## src/rtl/atrl_pkg.sv

```systemverilog
// ============================================================================
// atrl_pkg - shared types, constants and helpers of the AT response recognizer
// Beat layouts, wait-mode and status codes, control-line token table and
// the small character-class functions used by the line scanner and top level.
// ============================================================================
package atrl_pkg;

    // Text store capacity; at most TEXT_CAPACITY-1 bytes are counted
    localparam int TEXT_CAPACITY = 256;
    localparam int CNT_W         = $clog2(TEXT_CAPACITY);

    typedef logic [CNT_W-1:0] t_count;

    // Input kind codes
    localparam logic KIND_BYTE  = 1'b0;
    localparam logic KIND_CLEAR = 1'b1;

    // Status codes
    localparam logic [1:0] ST_PENDING = 2'd0;
    localparam logic [1:0] ST_OK      = 2'd1;
    localparam logic [1:0] ST_ERR     = 2'd2;

    typedef enum logic [1:0] {
        WM_ACK  = 2'd0,
        WM_SCAN = 2'd1,
        WM_LINK = 2'd2,
        WM_RSSI = 2'd3
    } t_wait_mode;

    // Line scanner phase
    typedef enum logic {
        PH_LEAD = 1'b0,     // skipping leading blanks / line breaks
        PH_BODY = 1'b1      // inside the trimmed line text
    } t_phase;

    // Percent-only tracking over all stored bytes
    typedef enum logic [1:0] {
        PCT_NONE = 2'd0,
        PCT_ONE  = 2'd1,
        PCT_FAIL = 2'd2
    } t_pct;

    typedef struct packed {
        logic       kind;
        logic [7:0] rx_byte;
    } t_in_beat;

    typedef struct packed {
        logic [1:0] status;
        logic       ok_seen;
        logic       err_seen;
        logic       link_ok_seen;
        logic       pair_err_seen;
        logic       scan_end_seen;
        logic       rssi_seen;
        logic       percent_only;
        logic [7:0] byte_count;
    } t_out_beat;

    typedef struct packed {
        logic ok;
        logic err;
        logic link_ok;
        logic pair_err;
        logic scan_end;
        logic rssi;
    } t_flags;

    // Line scanner to top level: control lines completed by this byte,
    // and whether the visible text holds a qualifying RSSI report line
    typedef struct packed {
        logic ok;
        logic err;
        logic link_ok;
        logic pair_err;
        logic scan_end;
        logic rssi_avail;
    } t_scan;

    // Characters
    localparam logic [7:0] CH_NUL   = 8'h00;
    localparam logic [7:0] CH_TAB   = 8'h09;
    localparam logic [7:0] CH_LF    = 8'h0A;
    localparam logic [7:0] CH_CR    = 8'h0D;
    localparam logic [7:0] CH_SP    = 8'h20;
    localparam logic [7:0] CH_PCT   = 8'h25;
    localparam logic [7:0] CH_PLUS  = 8'h2B;
    localparam logic [7:0] CH_MINUS = 8'h2D;
    localparam logic [7:0] CH_DOT   = 8'h2E;
    localparam logic [7:0] CH_A     = 8'h41;
    localparam logic [7:0] CH_K     = 8'h4B;
    localparam logic [7:0] CH_O     = 8'h4F;
    localparam logic [7:0] CH_R     = 8'h52;
    localparam logic [7:0] CH_T     = 8'h54;

    // Control-line tokens, right-justified byte strings
    localparam int TOK_N    = 5;
    localparam int TK_LINK  = 0;
    localparam int TK_PAIR  = 1;
    localparam int TK_SCAN  = 2;
    localparam int TK_OK    = 3;
    localparam int TK_ERR   = 4;
    localparam logic [63:0] TOK_TEXT [TOK_N] = '{"LINK OK", "PAIR ERR", "SCAN END", "OK", "ERR"};
    localparam int          TOK_LEN  [TOK_N] = '{7, 8, 8, 2, 3};

    // Line position saturates once past the longest token
    localparam logic [3:0] POS_MAX = 4'd8;

    localparam logic [31:0] RSSI_TEXT = "RSSI";
    localparam logic [2:0]  RSSI_LEN  = 3'd4;

    function automatic logic is_eol(input logic [7:0] c);
        return (c == CH_CR) || (c == CH_LF);
    endfunction

    function automatic logic is_blank(input logic [7:0] c);
        return (c == CH_SP) || (c == CH_TAB);
    endfunction

    function automatic logic is_digit(input logic [7:0] c);
        return (c >= 8'h30) && (c <= 8'h39);
    endfunction

    function automatic logic is_sign(input logic [7:0] c);
        return (c == CH_PLUS) || (c == CH_MINUS);
    endfunction

    function automatic logic [7:0] to_upper(input logic [7:0] c);
        return ((c >= 8'h61) && (c <= 8'h7A)) ? (c - 8'h20) : c;
    endfunction

    // Character p of token k; zero beyond the token end
    function automatic logic [7:0] tok_char(input int k, input logic [3:0] p);
        int base;
        base = 8 * (TOK_LEN[k] - 1 - int'(p));
        if (base < 0) begin
            return CH_NUL;
        end
        return TOK_TEXT[k][base +: 8];
    endfunction

    function automatic logic [7:0] rssi_char(input logic [2:0] p);
        logic [1:0] idx;
        idx = p[1:0];
        return RSSI_TEXT[8 * (3 - int'(idx)) +: 8];
    endfunction

    // Byte count as reported, saturated to 8 bits
    function automatic logic [7:0] sat_count(input t_count cnt);
        int v;
        v = int'(cnt);
        return (v > 255) ? 8'hFF : 8'(v);
    endfunction

endpackage

```

## src/rtl/at_response_line_recognizer.sv

```systemverilog
// ============================================================================
// at_response_line_recognizer - AT command response line recognizer
// Consumes response bytes one beat at a time, keeps sticky flags for the
// control lines and RSSI reports, and returns one status beat per input beat.
//
//   channel  | direction | handshake                | payload
//   ---------+-----------+--------------------------+----------------------
//   in       | sink      | i_in_valid / o_in_stall  | i_in_data  (t_in_beat)
//   out      | source    | o_out_valid / i_out_stall| o_out_data (t_out_beat)
//   cfg      | sink      | i_cfg_valid / o_cfg_ready| i_cfg_data (wait mode)
//
// One input beat per cycle unless stalled; its registered result beat appears
// in the cycle after acceptance. All matching is done by the per-line scanner
// between the input port and the output register, so no stage repeats.
// Synchronous active-low reset clears flags, counts and the wait mode.
// A stalled output holds its beat; the input is stalled only while the
// output register is full and stalled.
// ============================================================================
module at_response_line_recognizer
    import atrl_pkg::*;
(
    input  logic       i_clk,
    input  logic       i_rst_n,
    input  logic       i_in_valid,
    output logic       o_in_stall,
    input  t_in_beat   i_in_data,
    output logic       o_out_valid,
    input  logic       i_out_stall,
    output t_out_beat  o_out_data,
    input  logic       i_cfg_valid,
    output logic       o_cfg_ready,
    input  logic [1:0] i_cfg_data
);

    t_wait_mode r_wait_mode, n_wait_mode;
    t_count     r_count, n_count;
    t_flags     r_flags, n_flags;
    t_pct       r_pct, n_pct;
    logic       r_term, n_term;
    logic       r_out_valid, n_out_valid;
    t_out_beat  r_out, n_out;

    logic       in_acc;
    logic       is_byte;
    logic       is_clear;
    logic       stored;
    logic       visible;
    logic       done;
    t_scan      scan;

    // Handshakes
    assign in_acc      = i_in_valid && !o_in_stall;
    assign o_in_stall  = r_out_valid && i_out_stall;
    assign o_cfg_ready = 1'b1;
    assign o_out_valid = r_out_valid;
    assign o_out_data  = r_out;

    // Byte classification
    assign is_byte  = in_acc && (i_in_data.kind == KIND_BYTE);
    assign is_clear = in_acc && (i_in_data.kind == KIND_CLEAR);
    assign stored   = is_byte && (r_count < t_count'(TEXT_CAPACITY - 1));
    assign visible  = stored && !r_term && (i_in_data.rx_byte != CH_NUL);

    atrl_line_scan u_line_scan (
        .i_clk        (i_clk),
        .i_rst_n      (i_rst_n),
        .i_clear      (is_clear),
        .i_char_valid (visible),
        .i_char       (i_in_data.rx_byte),
        .o_scan       (scan)
    );

    // Wait mode register
    always_comb begin
        n_wait_mode = r_wait_mode;
        if (i_cfg_valid && o_cfg_ready) n_wait_mode = t_wait_mode'(i_cfg_data);
    end

    // Count, terminator and sticky flags
    always_comb begin
        n_count = r_count;
        n_term  = r_term;
        n_flags = r_flags;
        if (is_clear) begin
            n_count = '0;
            n_term  = 1'b0;
            n_flags = '0;
        end else if (is_byte) begin
            if (stored) begin
                n_count = r_count + t_count'(1);
                if (i_in_data.rx_byte == CH_NUL) n_term = 1'b1;
            end
            n_flags.ok       = r_flags.ok       | scan.ok;
            n_flags.err      = r_flags.err      | scan.err | scan.pair_err;
            n_flags.link_ok  = r_flags.link_ok  | scan.link_ok;
            n_flags.pair_err = r_flags.pair_err | scan.pair_err;
            n_flags.scan_end = r_flags.scan_end | scan.scan_end;
            n_flags.rssi     = r_flags.rssi | ((r_wait_mode == WM_RSSI) && scan.rssi_avail);
        end
    end

    // Percent-only tracking over stored bytes
    always_comb begin
        n_pct = r_pct;
        if (is_clear) begin
            n_pct = PCT_NONE;
        end else if (stored && !is_eol(i_in_data.rx_byte)) begin
            if ((i_in_data.rx_byte == CH_PCT) && (r_pct == PCT_NONE)) n_pct = PCT_ONE;
            else n_pct = PCT_FAIL;
        end
    end

    // Completion by wait mode
    always_comb begin
        unique case (r_wait_mode)
            WM_ACK:  done = n_flags.ok || n_flags.err;
            WM_SCAN: done = n_flags.scan_end || n_flags.err;
            WM_LINK: done = n_flags.link_ok || n_flags.pair_err || n_flags.err;
            WM_RSSI: done = n_flags.rssi || n_flags.err;
            default: done = 1'b0;
        endcase
    end

    // Result beat
    always_comb begin
        n_out               = r_out;
        n_out_valid         = r_out_valid && i_out_stall;
        if (in_acc) begin
            n_out_valid         = 1'b1;
            n_out.status        = !done ? ST_PENDING : (n_flags.err ? ST_ERR : ST_OK);
            n_out.ok_seen       = n_flags.ok;
            n_out.err_seen      = n_flags.err;
            n_out.link_ok_seen  = n_flags.link_ok;
            n_out.pair_err_seen = n_flags.pair_err;
            n_out.scan_end_seen = n_flags.scan_end;
            n_out.rssi_seen     = n_flags.rssi;
            n_out.percent_only  = (n_pct == PCT_ONE);
            n_out.byte_count    = sat_count(n_count);
        end
    end

    // Control state
    always_ff @(posedge i_clk) begin
        if (!i_rst_n) begin
            r_wait_mode <= WM_ACK;
            r_count     <= '0;
            r_term      <= 1'b0;
            r_flags     <= '0;
            r_pct       <= PCT_NONE;
            r_out_valid <= 1'b0;
        end else begin
            r_wait_mode <= n_wait_mode;
            r_count     <= n_count;
            r_term      <= n_term;
            r_flags     <= n_flags;
            r_pct       <= n_pct;
            r_out_valid <= n_out_valid;
        end
    end

    // Output payload
    always_ff @(posedge i_clk) begin
        r_out <= n_out;
    end

    // ------------------------------------------------------------------------
    // Assertions
    // ------------------------------------------------------------------------
    a_clear_result: assert property (@(posedge i_clk) disable iff (!i_rst_n)
        is_clear |=> (o_out_data.byte_count == 8'd0) && (o_out_data.status == ST_PENDING))
        else $error("clear beat did not report an empty state");

    a_count_cap: assert property (@(posedge i_clk) disable iff (!i_rst_n)
        r_count <= t_count'(TEXT_CAPACITY - 1))
        else $error("stored count past capacity");

    a_pair_sets_err: assert property (@(posedge i_clk) disable iff (!i_rst_n)
        r_flags.pair_err |-> r_flags.err)
        else $error("pair error flag without error flag");

    a_rssi_mode: assert property (@(posedge i_clk) disable iff (!i_rst_n)
        $rose(r_flags.rssi) |-> ($past(r_wait_mode) == WM_RSSI))
        else $error("rssi flag set outside rssi wait mode");

    a_accept_result: assert property (@(posedge i_clk) disable iff (!i_rst_n)
        in_acc |=> r_out_valid)
        else $error("accepted beat produced no result");

endmodule

```

## src/rtl/atrl_line_scan.sv

```systemverilog
// ============================================================================
// atrl_line_scan - per-line incremental matcher
// Follows the visible text one byte at a time: trims leading blanks, matches
// the control-line tokens against the line prefix and qualifies completed
// lines as RSSI reports (token or signed digit, plus an undotted number).
// ============================================================================
module atrl_line_scan
    import atrl_pkg::*;
(
    input  logic       i_clk,
    input  logic       i_rst_n,
    input  logic       i_clear,
    input  logic       i_char_valid,
    input  logic [7:0] i_char,
    output t_scan      o_scan
);

    t_phase             r_phase, n_phase;
    logic [3:0]         r_pos, n_pos;
    logic [TOK_N-1:0]   r_alive, n_alive;
    logic [2:0]         r_prog, n_prog;
    logic [7:0]         r_first, n_first;
    logic               r_sgn, n_sgn;
    logic               r_at, n_at;
    logic               r_ok_cand, n_ok_cand;
    logic               r_prev_digit, n_prev_digit;
    logic               r_num, n_num;
    logic               r_rssi_avail, n_rssi_avail;

    logic               body_char;
    logic               at_start;
    logic [3:0]         pos;
    logic [TOK_N-1:0]   alive;
    logic [TOK_N-1:0]   tok_done;
    logic [2:0]         prog;
    logic               prev_digit;
    logic               num;
    logic               line_done;
    logic               qualify;
    logic [7:0]         up_char;

    // Phase: next state
    always_comb begin
        n_phase = r_phase;
        if (i_clear) begin
            n_phase = PH_LEAD;
        end else if (i_char_valid) begin
            unique case (r_phase)
                PH_LEAD: begin
                    if (!is_eol(i_char) && !is_blank(i_char)) n_phase = PH_BODY;
                end
                PH_BODY: begin
                    if (is_eol(i_char)) n_phase = PH_LEAD;
                end
                default: n_phase = PH_LEAD;
            endcase
        end
    end

    // Line content tracking
    always_comb begin
        at_start   = (r_phase == PH_LEAD);
        body_char  = i_char_valid && !is_eol(i_char) && (!at_start || !is_blank(i_char));
        pos        = at_start ? 4'd0 : r_pos;
        alive      = at_start ? {TOK_N{1'b1}} : r_alive;
        prog       = at_start ? 3'd0 : r_prog;
        prev_digit = at_start ? 1'b0 : r_prev_digit;
        num        = at_start ? 1'b0 : r_num;
        up_char    = to_upper(i_char);

        n_pos        = r_pos;
        n_alive      = r_alive;
        n_prog       = r_prog;
        n_first      = r_first;
        n_sgn        = r_sgn;
        n_at         = r_at;
        n_ok_cand    = r_ok_cand;
        n_prev_digit = r_prev_digit;
        n_num        = r_num;
        tok_done     = '0;

        if (body_char) begin
            // token prefix match, one lane per token
            for (int k = 0; k < TOK_N; k++) begin
                n_alive[k]  = alive[k] && (int'(pos) < TOK_LEN[k]) &&
                              (tok_char(k, pos) == i_char);
                tok_done[k] = n_alive[k] && (int'(pos) == TOK_LEN[k] - 1);
            end
            n_pos = (pos == POS_MAX) ? pos : pos + 4'd1;

            // RSSI substring, case folded
            if (prog == RSSI_LEN) begin
                n_prog = prog;
            end else if (up_char == rssi_char(prog)) begin
                n_prog = prog + 3'd1;
            end else if (up_char == CH_R) begin
                n_prog = 3'd1;
            end else begin
                n_prog = 3'd0;
            end

            // first two characters: sign+digit, "AT", "OK"
            if (pos == 4'd0) begin
                n_first   = i_char;
                n_sgn     = 1'b0;
                n_at      = 1'b0;
                n_ok_cand = 1'b0;
            end else if (pos == 4'd1) begin
                n_sgn     = is_sign(r_first) && is_digit(i_char);
                n_at      = (r_first == CH_A) && (i_char == CH_T);
                n_ok_cand = (r_first == CH_O) && (i_char == CH_K);
            end else if (!is_blank(i_char)) begin
                n_ok_cand = 1'b0;
            end

            // digit run ended by anything but a dot
            n_num        = num || (prev_digit && !is_digit(i_char) && (i_char != CH_DOT));
            n_prev_digit = is_digit(i_char);
        end

        // completed line qualifies as an RSSI report
        line_done = i_char_valid && (r_phase == PH_BODY) && is_eol(i_char);
        qualify   = line_done && !r_ok_cand && !r_at &&
                    ((r_prog == RSSI_LEN) || r_sgn) && (r_num || r_prev_digit);
        n_rssi_avail = i_clear ? 1'b0 : (r_rssi_avail || qualify);
    end

    // Scan outputs
    always_comb begin
        o_scan.link_ok    = tok_done[TK_LINK];
        o_scan.pair_err   = tok_done[TK_PAIR];
        o_scan.scan_end   = tok_done[TK_SCAN];
        o_scan.ok         = tok_done[TK_OK];
        o_scan.err        = tok_done[TK_ERR];
        o_scan.rssi_avail = n_rssi_avail;
    end

    // Control state
    always_ff @(posedge i_clk) begin
        if (!i_rst_n) begin
            r_phase      <= PH_LEAD;
            r_rssi_avail <= 1'b0;
        end else begin
            r_phase      <= n_phase;
            r_rssi_avail <= n_rssi_avail;
        end
    end

    // Line context, reloaded at every line start
    always_ff @(posedge i_clk) begin
        r_pos        <= n_pos;
        r_alive      <= n_alive;
        r_prog       <= n_prog;
        r_first      <= n_first;
        r_sgn        <= n_sgn;
        r_at         <= n_at;
        r_ok_cand    <= n_ok_cand;
        r_prev_digit <= n_prev_digit;
        r_num        <= n_num;
    end

endmodule

```

## config.mk

```make
export PLATFORM = sky130hd
export DESIGN_NAME = at_response_line_recognizer
export DESIGN_NICKNAME = d
export VERILOG_FILES = /design/src/rtl/atrl_pkg.sv /design/src/rtl/at_response_line_recognizer.sv /design/src/rtl/atrl_line_scan.sv
export SDC_FILE = /design/constraint.sdc
export NUM_CORES = 1
export LEC_CHECK = 0
export BUFFER_PORTS_ARGS = -buffer_cell sky130_fd_sc_hd__buf_2
export CAP_MARGIN = 0
export CORE_ASPECT_RATIO = 2
export CORE_UTILIZATION = 51
export DETAILED_ROUTE_END_ITERATION = 6
export PLACE_DENSITY = 0.72
export REMOVE_ABC_BUFFERS = 1
export SLEW_MARGIN = 10
export SYNTH_ARGS = -nofsm -noshare
export SYNTH_HDL_FRONTEND = slang
export SYNTH_SLANG_ARGS = --single-unit
```

## constraint.sdc

```tcl
create_clock -name i_clk -period 3.55 [get_ports i_clk]
set_clock_uncertainty 0.1 [all_clocks]
set_input_delay 0.71 -clock i_clk [delete_from_list [all_inputs] [get_ports i_clk]]
set_output_delay 0.71 -clock i_clk [all_outputs]
set_load 0.02 [all_outputs]
```

==> results of run 1 <==
## sequential cells by signal, summed over array words and instances (netlist names)
register,flops
r_term,1
u_line_scan.r_prog,3
u_line_scan.r_at,1
u_line_scan.r_first,8
u_line_scan.r_pos,4
u_line_scan.r_alive,5
u_line_scan.r_ok_cand,1
r_flags,6
u_line_scan.r_phase,1
r_pct,2
u_line_scan.r_prev_digit,1
u_line_scan.r_rssi_avail,1
r_wait_mode,2
r_count,8
u_line_scan.r_num,1
o_out_data,17
u_line_scan.r_sgn,1
o_out_valid,1
## Yosys cell counts, types with 4 or more instances
master	count
a211oi_1	5
a21o_1	4
a21oi_1	22
a31oi_1	5
and2_1	14
and3_1	5
buf_2	9
clkbuf_1	18
dfxtp_1	22
edfxtp_1	42
ha_1	14
inv_1	17
mux2i_1	5
nand2_1	29
nand2b_1	10
nand3_1	9
nand3b_1	5
nand4_1	8
nor2_1	53
nor2b_1	8
nor3_1	11
nor3b_1	12
nor4_1	6
o2111ai_1	4
o211ai_1	7
o21a_1	6
o21ai_0	18
or2_2	5
xnor2_1	9
xor2_1	6
## final cells by class
type / count / area (µm²) / share of cell area
Clock buffer: 12 / 268 / 0.0550
Clock inverter: 4 / 48.8 / 0.0100
Inverter: 18 / 67.6 / 0.0139
Multi-Input combinational cell: 353 / 2330 / 0.480
Sequential cell: 64 / 1700 / 0.350
Tap cell: 96 / 120 / 0.0247
Timing Repair Buffer: 55 / 328 / 0.0673
## kinds of logic after synthesis
kind of cell	count (synthesis)	share of synthesized area
AND/OR/NAND/NOR	203	0.267
XOR/XNOR	15	0.0308
flip-flops	64	0.399
other	1	0.000879
buffers and inverters	51	0.0537
adder cells (fa/ha/maj)	14	0.0411
multiplexers	7	0.0170
AO/OA/AOI/OAI	113	0.191
## critical path: stages (launching register included)
cell	delay (ns)
dfxtp_1	0.42
nand2_1	0.16
ha_1	0.46
a211o_1	0.33
a32oi_1	0.22
mux2_2	0.39
nor4_1	0.41
buf_4	0.19
a211oi_1	0.05
o32ai_1	0.19
a211oi_2	0.06
## worst paths after layout
| path | endpoint | startpoint | slack [ns] | cells after the start |
|---|---|---|---|---|
| setup / recovery | o_out_data[15]$_SDFFCE_PN0N_ | u_line_scan.r_phase$_SDFFE_PP0N_ | 0.30 | 10 |
| hold / removal | r_flags[2]$_SDFF_PN0_ | r_flags[2]$_SDFF_PN0_ | 0.38 | 2 |
| hold reg to reg | r_flags[2]$_SDFF_PN0_ | r_flags[2]$_SDFF_PN0_ | 0.38 | 2 |
| setup reg to reg | o_out_data[15]$_SDFFCE_PN0N_ | u_line_scan.r_phase$_SDFFE_PP0N_ | 0.30 | 10 |
## through the flow
stage / utilization / total power [µW] / instances / worst slack (ns) / hold slack [ns]
after floorplan: - / 1000 / 435 / 0.214 / 0.339
after global placement: 0.569 / 1110 / 586 / 0.0648 / 0.362
after detailed placement: 0.569 / 1110 / 586 / 0.0633 / 0.373
after CTS: 0.609 / 2030 / 602 / 0.328 / 0.385
after global routing: 0.609 / 2090 / 602 / 0.190 / 0.415
final: 0.609 / 2020 / 602 / 0.298 / 0.382
## power groups by stage
stage	combinational (µW)	clock, µW	sequential, µW
after CTS	262	931	836
final	266	922	836
after detailed placement	261	0	851
after global routing	286	963	838
after floorplan	131	0	872
after global placement	256	0	851
## per-layer routing
layer,wire (µm),vias to the layer above
li1,-,1807
met5,0,-
met2,6280,192
met4,652,0
met1,4170,1867
met3,641,49
==> flow_summary.toml, run 1 <==
[synth]
synth.distinct_cells = 80
synth_cells = 468
yosysSeqAreaShare = 0.399
synth_top_area_share = 0.296
synth_area_um2 = 4270
async_flop_share = 0
yosys_register_bits = 64
synth.area.top_cells = "edfxtp_1 (30%), dfxtp_1 (10%), nor2_1 (4.7%)"
ys.flop_type = "edfxtp_1"
synth-edff-count = 42
yosysWarnings = 0
syn_avg_cell_area_um2 = 9.11
yosysTopAreaCell = "edfxtp_1"

[timing]
drv_slew = 0
fin_crit_ns = 3.25
rsz0062_at_grt = "false"
hold_viol_final = 0
max_slew_margin = 0.565
fmaxAchievable_mhz = 307
period_share = 0.916
tns_ns = 0
worst_pin_slew_ns = 0.652
setup_viol = 0

[drt]
drt_iter0_drc = 329
drt-pass1-iter-count = 6
wl_per_cell_um = 19.5
ant_nets = 0
routed_wl_um = 11700
vias_per_cell = 6.50
vias = 3915
drc = 0

[worst_setup_path]
cp-start-kind = "flop"
cp.required_ns = 3.52
worstPathArrival_ns = 3.22
crit_type = "flop to flop"
crit_fanout = 10
endpoint_kind = "flop"

[job]
drv_cap = 0

[grt]
busiest_layer = "met2"
grt_pass1_vias = 3789
grt_use_met3 = 0.0564
use_met2 = 0.488
antenna_found_initial = 0
gr-usage-all-layers = 0.284
grt_overflow = 0
met1_usage = 0.299
grt_first_pass_wirelength_um = 18500
grt_max_degree = 35

[power_and_ir_drop]
internal-power_uw = 1520
leakage_uw = 0.00189
combPwrFrac = 0.131
p_clk_frac = 0.456
power.density_nw_per_um2 = 416
power_frac_seq = 0.413
power.share.switching = 0.249
ir_drop_uv = 402
p_switching_uw = 504

[cts]
clock-sinks = 64
cts-resized-gates = 0
post_cts_buffers = 0
clkSlewWorstSetupHoldPaths_ns = 0.05
cts_tree = "built"
holdBufCountCts = 0
clockBufferDepth = 2
cts-root-buf = "clkbuf_16"
htree_levels = 3
insertion_delay_ns = 0.34
cts_made_buffers = 9

[floorplanning]
die_w_um = 66.7
core-area_um2 = 8000
row_count = 46
start_util = 0.533
die_height_um = 131
io_pins = 36
dieArea_um2 = 8760

[cells_and_area]
drive_gt1_frac = 0.188
final_nets = 531
layout_commonest_cell = "nor2_1"
diodes = 0
area_growth_pct = 14.1
final_cell_mix = "nor2_1 (53), edfxtp_1 (42), buf_2 (34)"
final_cell_area_um2 = 4870
num-fill-cells = 709

[placement]
portBuffers = 34
hpwlAfterDp_um = 8560
gp_congestion = 1.01
placed_area_um2 = 4550

[worst_hold_path]
min_path_type = "flop to flop"

[outcome]
outcome = "completed"
No activity file was read; power rests on OpenSTA's default activity.
==> run 2: changes to the inputs <==
Settings changed: PLACE_DENSITY 0.72 to unset, PLACE_DENSITY_LB_ADDON set to 0.12.
==> flow_summary.toml, run 2 (synthesized netlist as in run 1, its figures left out) <==
[placement]
portBuffers = 34
hpwlAfterDp_um = 8100
gp_congestion = 0.932

[worst_hold_path]
min_path_cells = 2
min_path_type = "flop to flop"

[worst_setup_path]
path_cells = "and2_1 -> ha_1 -> buf_4 -> a211o_1 -> a32oi_1 -> mux2_2 -> nor4_1 -> a211oi_1 -> o32ai_1 -> a211oi_2"
max_stage_delay_ns = 0.41
cpMaxStageDelayCell = "dfxtp_1"
crit_fanout = 10
cp.required_ns = 3.50
endpoint_kind = "flop"
critical_path_depth = 10
crit_type = "flop to flop"
worstPathArrival_ns = 3.17
critPathTopFamily = "compound AO/OA/AOI/OAI gates"
r2r_cells = 10
critPathBufInv = 1
cp-start-kind = "flop"

[drt]
ant_nets = 0
drt-pass1-iter-count = 6
vias_per_cell = 6.31
wl_per_cell_um = 19.0
routed_wl_um = 11400
drc = 0
vias = 3767
drt_iter0_drc = 386

[cts]
holdBufCountCts = 0
cts-resized-gates = 0
cts_made_buffers = 9
cts_tree = "built"
insertion_delay_ns = 0.33
post_cts_buffers = 0
clock-sinks = 64
clkSlewWorstSetupHoldPaths_ns = 0.05
cts-root-buf = "clkbuf_16"
clockBufferDepth = 2
htree_levels = 3

[floorplanning]
start_util = 0.533
row_count = 46
die_height_um = 131
die_w_um = 66.7
core-area_um2 = 8000
dieArea_um2 = 8760
io_pins = 36

[power_and_ir_drop]
combPwrFrac = 0.141
p_switching_uw = 491
power.share.switching = 0.263
internal-power_uw = 1380
p_clk_frac = 0.411
power_frac_seq = 0.448
leakage_uw = 0.00184
power.density_nw_per_um2 = 391
ir_drop_uv = 321

[cells_and_area]
num-fill-cells = 737
final_nets = 527
drive_gt1_frac = 0.178
area_growth_pct = 12.0
largest_reg_flops = 17
layout_commonest_cell = "nor2_1"
diodes = 0
final_cell_mix = "nor2_1 (53), edfxtp_1 (42), buf_2 (34)"

[job]
drv_cap = 0

[grt]
grt_first_pass_wirelength_um = 17900
grt_pass1_vias = 3631
gr-usage-all-layers = 0.274
antenna_found_initial = 0
grt_overflow = 0
grt_max_degree = 32

[timing]
setup_viol = 0
rsz0062_at_grt = "false"
worst_pin_slew_ns = 0.759
tns_ns = 0
fin_crit_ns = 3.22
drv_slew = 0
hold_viol_final = 0
period_share = 0.907
whs_ns = 0.384
fmaxAchievable_mhz = 311
max_slew_margin = 0.494

[outcome]
outcome = "completed"
[run 2: tightest hold or removal path: cells and delay by family (launching register included)]
kind,cells,cell delay (ns)
AO/OA/AOI/OAI,1,0.05
flip-flops,1,0.31
AND/OR/NAND/NOR,1,0.09
[run 2: power by group through the flow]
| stage | sequential, µW | clock (µW) | combinational (µW) |
|---|---|---|---|
| after floorplan | 872 | 0 | 131 |
| after global placement | 851 | 0 | 257 |
| after detailed placement | 851 | 0 | 258 |
| after CTS | 837 | 779 | 259 |
| after global routing | 839 | 806 | 284 |
| final | 837 | 768 | 263 |
[run 2: final timing paths]
check / startpoint / to / slack (ns)
setup reg to reg: u_line_scan.r_phase$_SDFFE_PP0N_ / o_out_data[15]$_SDFFCE_PN0N_ / 0.33
hold reg to reg: r_flags[5]$_SDFF_PN0_ / r_flags[5]$_SDFF_PN0_ / 0.38
hold / removal: r_flags[5]$_SDFF_PN0_ / r_flags[5]$_SDFF_PN0_ / 0.38
setup / recovery: u_line_scan.r_phase$_SDFFE_PP0N_ / o_out_data[15]$_SDFFCE_PN0N_ / 0.33
[run 2: area by class of cell]
cell class              count  area [µm²]  area share
clock buffers              10         229      0.0479
clock inverters             5        26.3     0.00550
inverters                  18        67.6      0.0141
multi-input cells         353        2330       0.489
flip-flops and latches     64        1700       0.356
well taps                  96         120      0.0251
repair buffers             51         298      0.0623
[run 2: routing by layer]
layer | vias up | GRT usage | routed length, µm | share of wire
met3 | 45 | 0.0399 | 510 | 0.045
met5 | - | 0 | 0 | 0
met1 | 1784 | 0.283 | 4170 | 0.37
li1 | 1795 | - | - | -
met2 | 143 | 0.485 | 6100 | 0.54
met4 | 0 | 0.180 | 581 | 0.051
[run 2: through the flow]
| stage | std cells | utilization | instance area, µm² | power, µW | setup slack [ns] |
|---|---|---|---|---|---|
| after floorplan | 435 | - | 4100 | 1000 | 0.214 |
| after global placement | 582 | 0.565 | 4520 | 1110 | 0.241 |
| after detailed placement | 582 | 0.565 | 4520 | 1110 | 0.230 |
| after CTS | 597 | 0.597 | 4780 | 1870 | 0.396 |
| after global routing | 597 | 0.597 | 4780 | 1930 | 0.122 |
| final | 597 | 0.597 | 4780 | 1870 | 0.332 |
==> run 3: changes to the inputs <==
Settings changed: HOLD_SLACK_MARGIN set to 0.05, SYNTH_HIERARCHICAL set to 1.
==> flow_summary.toml, run 3 <==
[outcome]
outcome = "completed"

[drt]
vias_per_cell = 6.19
wl_per_cell_um = 19.0
wl_met2_um = 6230
routed_wl_um = 11600
drt-pass1-iter-count = 5
wl_met3_um = 449
top_layer = "met4"
vias = 3778
wl_met1_um = 4100
drc = 0
drt_iter0_drc = 319
ant_nets = 0

[floorplanning]
io_pins = 36
die_w_um = 66.2
row_count = 46
dieArea_um2 = 8640
start_util = 0.530
die_height_um = 130
core-area_um2 = 7940

[timing]
setup_viol = 0
worst_pin_slew_ns = 0.736
whs_ns = 0.370
fin_crit_ns = 3.30
max_slew_margin = 0.508
drv_slew = 0
fmaxAchievable_mhz = 303
period_share = 0.928
hold_viol_final = 0
rsz0062_at_grt = "false"

[worst_hold_path]
min_path_type = "flop to flop"
min_path_cells = 2

[synth]
synth_area_um2 = 4210
synth_top_area_share = 0.300
yosys_register_bits = 64
synth.most_common_cell = "nor2_1"
yosysWarnings = 6
synth.area.top_cells = "edfxtp_1 (30%), dfxtp_1 (10%), nor2_1 (5.1%)"
ys.flop_type = "edfxtp_1"
yosysSeqAreaShare = 0.404
ys_top_cells_by_count = "nor2_1 (57), edfxtp_1 (42), nand2_1 (36)"
synth-edff-count = 42
synth_cells = 471
async_flop_share = 0
synth.distinct_cells = 72
yosysTopAreaCell = "edfxtp_1"
syn_avg_cell_area_um2 = 8.93

[cts]
post_cts_buffers = 0
clkSlewWorstSetupHoldPaths_ns = 0.06
insertion_delay_ns = 0.34
clock-sinks = 64
cts-root-buf = "clkbuf_16"
cts_made_buffers = 9
cts_tree = "built"
clockBufferDepth = 2
htree_levels = 3

[cells_and_area]
final_nets = 538
fin_util = 0.609
instances_no_fill = 610
area_growth_pct = 15.0
diodes = 0
num-fill-cells = 712
layout_commonest_cell = "nor2_1"
final_cell_mix = "nor2_1 (57), edfxtp_1 (42), nand2_1 (36)"
largest_reg_flops = 17
drive_gt1_frac = 0.189

[grt]
grt_pass1_vias = 3705
grt_overflow = 0
antenna_found_initial = 0
grt_first_pass_wirelength_um = 18000
gr-usage-all-layers = 0.285
grt_max_degree = 33

[worst_setup_path]
crit_type = "flop to flop"
cp-endpoint = "o_out_data[15]$_SDFFCE_PN0N_"
rr_endpoint = "o_out_data[15]$_SDFFCE_PN0N_"
r2r_cells = 9
cp.required_ns = 3.61
crit_fanout = 27
ff2ff_setup_slack_ns = 0.25
cp-start-kind = "flop"
worstPathArrival_ns = 3.36
endpoint_kind = "flop"
r2r-start = "u_line_scan/r_pos[0]$_DFFE_PP_"
startpoint = "u_line_scan/r_pos[0]$_DFFE_PP_"

[placement]
place_inst = 594
portBuffers = 34
hpwlAfterDp_um = 8560
gp_congestion = 0.904

[job]
drv_cap = 0

[power_and_ir_drop]
leakage_uw = 0.00187
ir_drop_uv = 335
power.density_nw_per_um2 = 414
-- run 3: worst min path at each step --
stage | from | end
after detailed placement | r_term$_SDFFE_PP0P_ | r_term$_SDFFE_PP0P_
after global routing | r_flags[1]$_SDFF_PN0_ | r_flags[1]$_SDFF_PN0_
after global placement | u_line_scan/r_rssi_avail$_SDFF_PN0_ | u_line_scan/r_rssi_avail$_SDFF_PN0_
final | r_term$_SDFFE_PP0P_ | r_term$_SDFFE_PP0P_
after CTS | r_term$_SDFFE_PP0P_ | r_term$_SDFFE_PP0P_
after floorplan | r_term$_SDFFE_PP0P_ | r_term$_SDFFE_PP0P_
-- run 3: per-stage QoR --
stage / instance area (µm²) / worst slack [ns] / TNS (ns) / power, µW
2_1_floorplan: 4040 / -0.0592 / -0.0592 / 1000
3_3_place_gp: 4520 / 0.237 / 0 / 1110
3_5_place_dp: 4520 / 0.155 / 0 / 1110
4_1_cts: 4830 / 0.199 / 0 / 2010
5_1_grt: 4840 / 0.0362 / 0 / 2070
6_report: 4840 / 0.255 / 0 / 2000
-- run 3: area by class of cell --
type	count	area, µm²	area share
inverters	20	77.6	0.0160
flip-flops and latches	64	1700	0.352
multi-input cells	355	2270	0.469
clock inverters	6	67.6	0.0140
well taps	96	120	0.0248
clock buffers	10	239	0.0494
repair buffers	59	362	0.0747
-- run 3: what timing repair did --
action,CTS,global route
hold buffers,0,0
setup endpoints to repair,0,1
gates resized for setup,0,3
-- run 3: cells by family after synthesis --
kind of cell,synth area share
compound gates,0.175
buf+inv,0.0577
simple gates,0.258
flops,0.404
other cells,0.000891
fa+ha+maj,0.0413
xor+xnor,0.0437
mux,0.0193
-- run 3: layer usage --
metal	global-route usage	vias to the layer above
met1	0.275	1787
met2	0.520	130
li1	-	1809
met3	0.0503	52
met5	0	-
met4	0.213	0
-- run 3: power by group --
group	internal [µW]	switching, µW	leakage (µW)	total [µW]
Clock	564	336	0.000145	900
Combinational	92.2	176	0.00114	268
Sequential	821	15.1	0.000586	836
-- run 3: worst max-delay path, stage by stage (launching register included) --
cell and delay, ns:
edfxtp_1 0.37, buf_6 0.24, mux2_2 0.35, o21ai_0 0.26
xor2_1 0.15, or4_1 0.58, nor3_2 0.17, a21oi_1 0.11
or4b_1 0.50, a311oi_1 0.28
